### src/tli_pkg.sv
// tli_pkg: widths, transaction types and stage carry types for the two-line
// intersection block. no dependencies.
package tli_pkg;

    localparam int COORD_BITS = 16;
    localparam int RES_W      = 32;
    localparam int DX_W       = COORD_BITS + 1;
    localparam int P_W        = 2 * COORD_BITS;
    localparam int C_W        = 2 * COORD_BITS + 1;
    localparam int DP_W       = 2 * COORD_BITS + 2;
    localparam int DEN_W      = 2 * COORD_BITS + 3;
    localparam int NP_W       = 3 * COORD_BITS + 2;
    localparam int NS_W       = 3 * COORD_BITS + 3;
    localparam int YP_W       = DX_W + RES_W;
    localparam int YS_W       = YP_W + 1;
    localparam int NUM_W      = (NS_W > YS_W) ? NS_W : YS_W;
    localparam int CMP_W      = (NUM_W > DEN_W + RES_W) ? NUM_W : DEN_W + RES_W;
    localparam int QSTG       = RES_W;

    typedef struct packed {
        logic signed [COORD_BITS-1:0] line_a_x1;
        logic signed [COORD_BITS-1:0] line_a_y1;
        logic signed [COORD_BITS-1:0] line_a_x2;
        logic signed [COORD_BITS-1:0] line_a_y2;
        logic signed [COORD_BITS-1:0] line_b_x1;
        logic signed [COORD_BITS-1:0] line_b_y1;
        logic signed [COORD_BITS-1:0] line_b_x2;
        logic signed [COORD_BITS-1:0] line_b_y2;
    } t_in;

    typedef struct packed {
        logic signed [RES_W-1:0] cross_x;
        logic signed [RES_W-1:0] cross_y;
        logic                    found;
    } t_out;

    typedef struct packed {
        logic                    found;
        logic                    direct;
        logic signed [RES_W-1:0] x;
        logic signed [DX_W-1:0]  dx;
        logic signed [DX_W-1:0]  dy;
        logic signed [C_W-1:0]   c;
    } t_carry;

    typedef struct packed {
        logic [NUM_W-1:0] num;
        logic [DEN_W-1:0] den;
        logic             neg;
        t_carry           carry;
    } t_div_in;

endpackage

### src/tli_yprep.sv
// tli_yprep: picks x, multiplies by the y-line slope term and adds the line
// constant, forming the y dividend and divisor. depends on tli_pkg.
module tli_yprep (
    input  logic                             i_clk,
    input  logic                             i_rst_n,
    input  logic                             i_en,
    input  logic                             i_valid,
    input  logic signed [tli_pkg::RES_W-1:0] i_x,
    input  tli_pkg::t_carry                  i_carry,
    output logic                             o_valid,
    output tli_pkg::t_div_in                 o_div
);
    import tli_pkg::*;

    typedef struct packed {
        logic signed [YP_W-1:0] mul;
        t_carry                 carry;
    } t_sa;

    t_sa     r_sa, n_sa;
    t_div_in r_sb, n_sb;
    logic [1:0] r_v;

    always_comb begin
        logic signed [RES_W-1:0] xs;
        xs          = i_carry.direct ? i_carry.x : i_x;
        n_sa.carry  = i_carry;
        n_sa.carry.x = xs;
        n_sa.mul    = i_carry.dy * xs;
    end

    always_comb begin
        logic signed [YS_W-1:0] n;
        logic [YS_W-1:0]        n_mag;
        logic [DX_W-1:0]        d_mag;
        n       = YS_W'(r_sa.mul) + YS_W'(r_sa.carry.c);
        n_mag   = n[YS_W-1] ? YS_W'(-n) : YS_W'(n);
        d_mag   = r_sa.carry.dx[DX_W-1] ? DX_W'(-r_sa.carry.dx) : DX_W'(r_sa.carry.dx);
        n_sb.num   = NUM_W'(n_mag);
        n_sb.den   = DEN_W'(d_mag);
        n_sb.neg   = n[YS_W-1] ^ r_sa.carry.dx[DX_W-1];
        n_sb.carry = r_sa.carry;
    end

    always_ff @(posedge i_clk) begin
        if (!i_rst_n) begin
            r_v <= '0;
        end else if (i_en) begin
            r_v <= {r_v[0], i_valid};
        end
    end

    always_ff @(posedge i_clk) begin
        if (i_en) begin
            r_sa <= n_sa;
            r_sb <= n_sb;
        end
    end

    assign o_valid = r_v[1];
    assign o_div   = r_sb;

endmodule

### config.mk
export PLATFORM = sky130hd
export DESIGN_NAME = tli_yprep
export DESIGN_NICKNAME = d
export VERILOG_FILES = /design/src/tli_pkg.sv /design/src/tli_yprep.sv
export SDC_FILE = /design/constraint.sdc
export NUM_CORES = 2
export LEC_CHECK = 0
export ABC_CLOCK_PERIOD_IN_PS = 10850
export CORE_MARGIN = 2
export CORE_UTILIZATION = 45
export CTS_BUF_LIST = sky130_fd_sc_hd__clkbuf_4 sky130_fd_sc_hd__clkbuf_8 sky130_fd_sc_hd__clkbuf_16
export DETAILED_ROUTE_END_ITERATION = 10
export DONT_BUFFER_PORTS = 1
export PLACE_DENSITY = 0.6
export SLEW_MARGIN = 20
export SYNTH_ARGS = -nofsm -noshare
export SYNTH_HDL_FRONTEND = slang
export SYNTH_SLANG_ARGS = --single-unit
export TNS_END_PERCENT = 10
### constraint.sdc
create_clock -name i_clk -period 10.85 [get_ports i_clk]
set_input_delay 2.17 -clock i_clk [delete_from_list [all_inputs] [get_ports i_clk]]
set_output_delay 2.17 -clock i_clk [all_outputs]
set_load 0.005 [all_outputs]
Word-level counts from Yosys, hierarchy flattened

Cells that the tools add are included.

Add/subtract/negate cells: 3
Multiply operators: 1
Mux-type cells: 3
Bitwise operators: 1

Operator list:

| kind                         | count |
|---|---|
| adder 49 x 33 -> 50 bit      | 1 |
| negation 50 bit              | 1 |
| multiplier 17 x 32 -> 49 bit | 1 |
| 2-to-1 mux 49 bit            | 1 |
| 2-to-1 mux 32 bit            | 1 |
| negation 17 bit              | 1 |
| 2-to-1 mux 16 bit            | 1 |
| XOR 1 bit                    | 1 |

Bits in registers: 321
Input port bits: 137
Output and inout bits: 189
Logic and storage cells: 27

Longest topological paths before layout

Depth in word-level cells: 3
Gate-level depth with buffers: 28

Least setup slack after synthesis

OpenSTA, ideal clock, no wires.

Path kind: in2reg
From: input port i_carry[99] in the netlist's numbering
To: register r_sa[148] in the netlist's numbering (data pin)
Library setup time: 0.279 ns
Arrival: 9.284 ns
Required time: 10.571 ns
Slack: 1.287 ns
Cell stages on the path: 27
Path buffers: 3
Path through: clkbuf_1 buf_1 mux2_2 clkbuf_1 and2_1 fa_1 inv_1 fa_1 fa_1 fa_1 inv_1 fa_1 inv_1 fa_1 inv_1 ha_1 a21o_1 a21oi_1 o221ai_1 a21oi_1 o21ai_0 nand2_1 a21oi_1 a21o_1 a311oi_1 nor3_1 or4b_2

RTL lines:

| element              | line            | text |
|---|---|---|
| start, declared      | tli_yprep.sv:9  | `input tli_pkg::t_carry i_carry,` |
| end signal, assigned | tli_yprep.sv:55 | `r_sa <= n_sa;` |
| end, declared        | tli_yprep.sv:20 | `t_sa r_sa, n_sa;` |

==> impl_summary.log <==
INFO  metric die_area = 76370 um2
INFO  metric cts_buffer_count = 38
INFO  metric post_synth_fa_ha_maj_area_fraction = 37.53%
INFO  metric synthTopCellsByCount = sky130_fd_sc_hd__inv_1, sky130_fd_sc_hd__fa_1, sky130_fd_sc_hd__nand2_1
INFO  metric largest_family_of_logic_cells_by_synthesized_area = adder cells
INFO  metric max_slew.worst_pin.slew = 0.9619 ns
INFO  metric ios = 326
INFO  metric grt_start_max_net_pins = 321
INFO  metric minimum_setup_slack_after_placement = 1.333 ns
INFO  metric finalCoreUtilization = 48.37%
INFO  metric seq_area_frac_synth = 28.73%
INFO  metric netlist.top_cell.by_area = sky130_fd_sc_hd__fa_1
INFO  metric ant_nets = 0
INFO  metric postLayoutSetupSlackWorst = 1.898 ns
INFO  metric worst_setup_path_end_kind = register
INFO  metric ys.warnings.count = 0
INFO  metric grtUsageTotal = 22.36%
INFO  metric synth-async-reset-ratio = 0%
INFO  metric number_of_antenna_violations_at_the_first_check_in_global_routing = 1
INFO  metric sequence_of_cells_on_the_critical_path = mux2_2, and2_1, fa_1, inv_1, fa_1, fa_1, fa_1, inv_1, fa_1, inv_1, fa_1, inv_1, ha_1, a21o_1, a21oi_1, o221ai_1, a21oi_1, o21ai_0, nand2_1, a21oi_1, a21o_1, a311oi_1, o2111ai_1, or4b_2
INFO  metric cts_resized = 0
INFO  metric postCtsHoldBufs = 0
INFO  metric tns = 0 ns
INFO  metric critPathRequiredTime = 11.12 ns
INFO  metric synth_area = 33380 um2
INFO  metric finish.net_count = 3858
INFO  metric critPathSlowestCell = sky130_fd_sc_hd__or4b_2
INFO  metric fin_crit = 8.952 ns
INFO  metric area_growth_syn_to_layout = 6.099%
INFO  metric detailedRoute.firstPassIterationCount = 6
INFO  metric die_extent_in_y = 276.3 um
INFO  metric avgSynthCellArea = 10.74 um2
INFO  metric final_layout_size_suffix_gt1_share = 4.900%
INFO  metric maxClockFrequency = 0.1117 GHz
INFO  metric period_share = 82.50%
INFO  metric fp-row-count = 99
INFO  metric global_route_wire_length_before_repair = 134500 um
INFO  metric maxSlewHeadroom = 35.88%
INFO  metric cts_root_buf = sky130_fd_sc_hd__clkbuf_16
INFO  metric crit_type = in -> reg
INFO  metric rsz0062_at_grt = false
INFO  metric netlist_top_cells_area = sky130_fd_sc_hd__fa_1, sky130_fd_sc_hd__edfxtp_1, sky130_fd_sc_hd__ha_1
INFO  metric cpMostUsedCell = sky130_fd_sc_hd__fa_1
INFO  metric cts_tree = yes
INFO  metric totalWireLength = 83700 um
INFO  metric run_status = complete, no violations
INFO  metric syn-instance-count = 3109
INFO  metric post_cts.repair.setup_buffers = 0
INFO  metric cts-root-to-sink-buffers = 3
INFO  metric start_util = 45.59%
INFO  metric holdWs = 0.4137 ns
INFO  metric number_of_global_route_vias_before_repair = 23606
INFO  metric place.port_buffers = 0
INFO  metric fp.dieW = 276.3 um
INFO  metric routed-via-count = 21698
INFO  metric timing_max_transition_violations_final = 0
INFO  metric synth-simple-area-share = 13.29%
INFO  metric grt_overflow = 0
INFO  metric detail_route.wirelength.met1 = 36550 um
INFO  metric postSynthRegisterBits = 320
INFO  metric cts.sinks = 320
INFO  metric max_stage_delay = 0.61 ns
INFO  metric route.detailed.wl_per_inst = 20.82 um
INFO  metric worst_setup_hold_path_clk_slew = 0.07 ns
INFO  metric cp-start-kind = primary input
INFO  metric synth_edf_count = 318
INFO  metric hold_fails_final_rpt = 0
INFO  metric via_to_cell_ratio = 5.398
INFO  metric synthDominantCellAreaShare = 31.31%
INFO  metric clock_skew = 0.02310 ns
INFO  metric route.detailed.drc = 0
INFO  metric met3_wirelength = 4303 um
INFO  metric core_area = 73210 um2
INFO  metric worst-endpoint-arrival = 9.23 ns
INFO  metric crit_fanout = 33
INFO  metric n_antenna_cell = 0
INFO  metric cts_max_level = 2
INFO  metric synth.area.mux_share = 1.200%
INFO  metric yosysMostFrequentCell = sky130_fd_sc_hd__inv_1
INFO  metric setup-violations-final = 0
INFO  metric top_layer_used = met4
INFO  metric initialDrtViolationCount = 1457
INFO  metric maxCapViolations = 0
INFO  metric dr_wl_met2 = 40820 um
INFO  metric gp_congestion = 0.8603
INFO  metric ys_types = 95
INFO  metric clk_lat_worst_skew = 0.57 ns
INFO  metric synth_compound_area_share = 7.606%
INFO  metric synth_xor_xnor_area_share = 3.726%
INFO  metric worstHoldPathType = reg -> reg
INFO  metric dp_hpwl = 63470 um
INFO  metric synthFlopType = sky130_fd_sc_hd__edfxtp_1
[worst max-delay path: cells and delay by family]
family,cells,cell delay [ns]
fa+ha+maj,7,3.28
compound gates,9,2.10
simple gates,3,0.96
mux,1,0.50
buf+inv,4,0.19
[final cells by class]
cell class              instances  area (um2)
well taps                     959        1200
multi-input cells            2129       21230
fillers                      6539       37790
flip-flops and latches        320        9589
inverters                     541        2031
clock inverters                27       365.4
repair buffers                  3       22.52
clock buffers                  41       973.4
[through the flow]
step / cells / instance area [um2]
finish: 4020 / 35410
global route: 4020 / 35410
detailed placement: 3952 / 34070
global placement: 3952 / 34070
CTS: 4020 / 35410
floorplan: 3127 / 33440
[placed cells by master, fill, tap and decap left out, types with 54 or more instances in the layout]
cell,count
sky130_fd_sc_hd__a21oi_1,98
sky130_fd_sc_hd__inv_1,541
sky130_fd_sc_hd__a21o_1,54
sky130_fd_sc_hd__nor2_1,89
sky130_fd_sc_hd__nand2_1,358
sky130_fd_sc_hd__and2_1,251
sky130_fd_sc_hd__xnor2_1,103
sky130_fd_sc_hd__o21ai_0,81
sky130_fd_sc_hd__fa_1,522
sky130_fd_sc_hd__edfxtp_1,318
sky130_fd_sc_hd__ha_1,166
[logic make-up (layout without fill, tap and decap cells)]
family	after synthesis	after routing
DFF	320	320
xor gates and xnor gates	142	142
AOI/OAI and AO/OA	372	372
muxes	36	36
and+or+nand+nor	872	872
buffers and inverters	678	612
adders and majority gates	688	688
other	1	19
[registers in the layout (all words and copies together) (netlist names)]
| name | count |
|---|---|
| n_sb | 101 |
| o_div | 168 |
| r_sa | 49 |
| r_v | 2 |
[worst paths after layout]
kind                               end  cells after the start  slack, ns                from
hold / removal     o_div[72]$_DFFE_PP_                      0       0.41  n_sb[72]$_DFFE_PP_
setup / recovery   r_sa[148]$_DFFE_PP_                     24       1.90         i_carry[99]
hold reg to reg    o_div[72]$_DFFE_PP_                      0       0.41  n_sb[72]$_DFFE_PP_
setup reg to reg  o_div[185]$_DFFE_PP_                     12       6.38  n_sb[13]$_DFFE_PP_
[per-layer routing]
| layer | vias up | global-route usage, % |
|---|---|---|
| met1 | 11129 | 29.85 |
| li1 | 9789 | - |
| met4 | 0 | 5.815 |
| met3 | 121 | 3.558 |
| met5 | - | 0 |
| met2 | 659 | 38.04 |
Power is not shown: default switching activity piles up to over one toggle a cycle in this logic, so the estimate is an artifact.
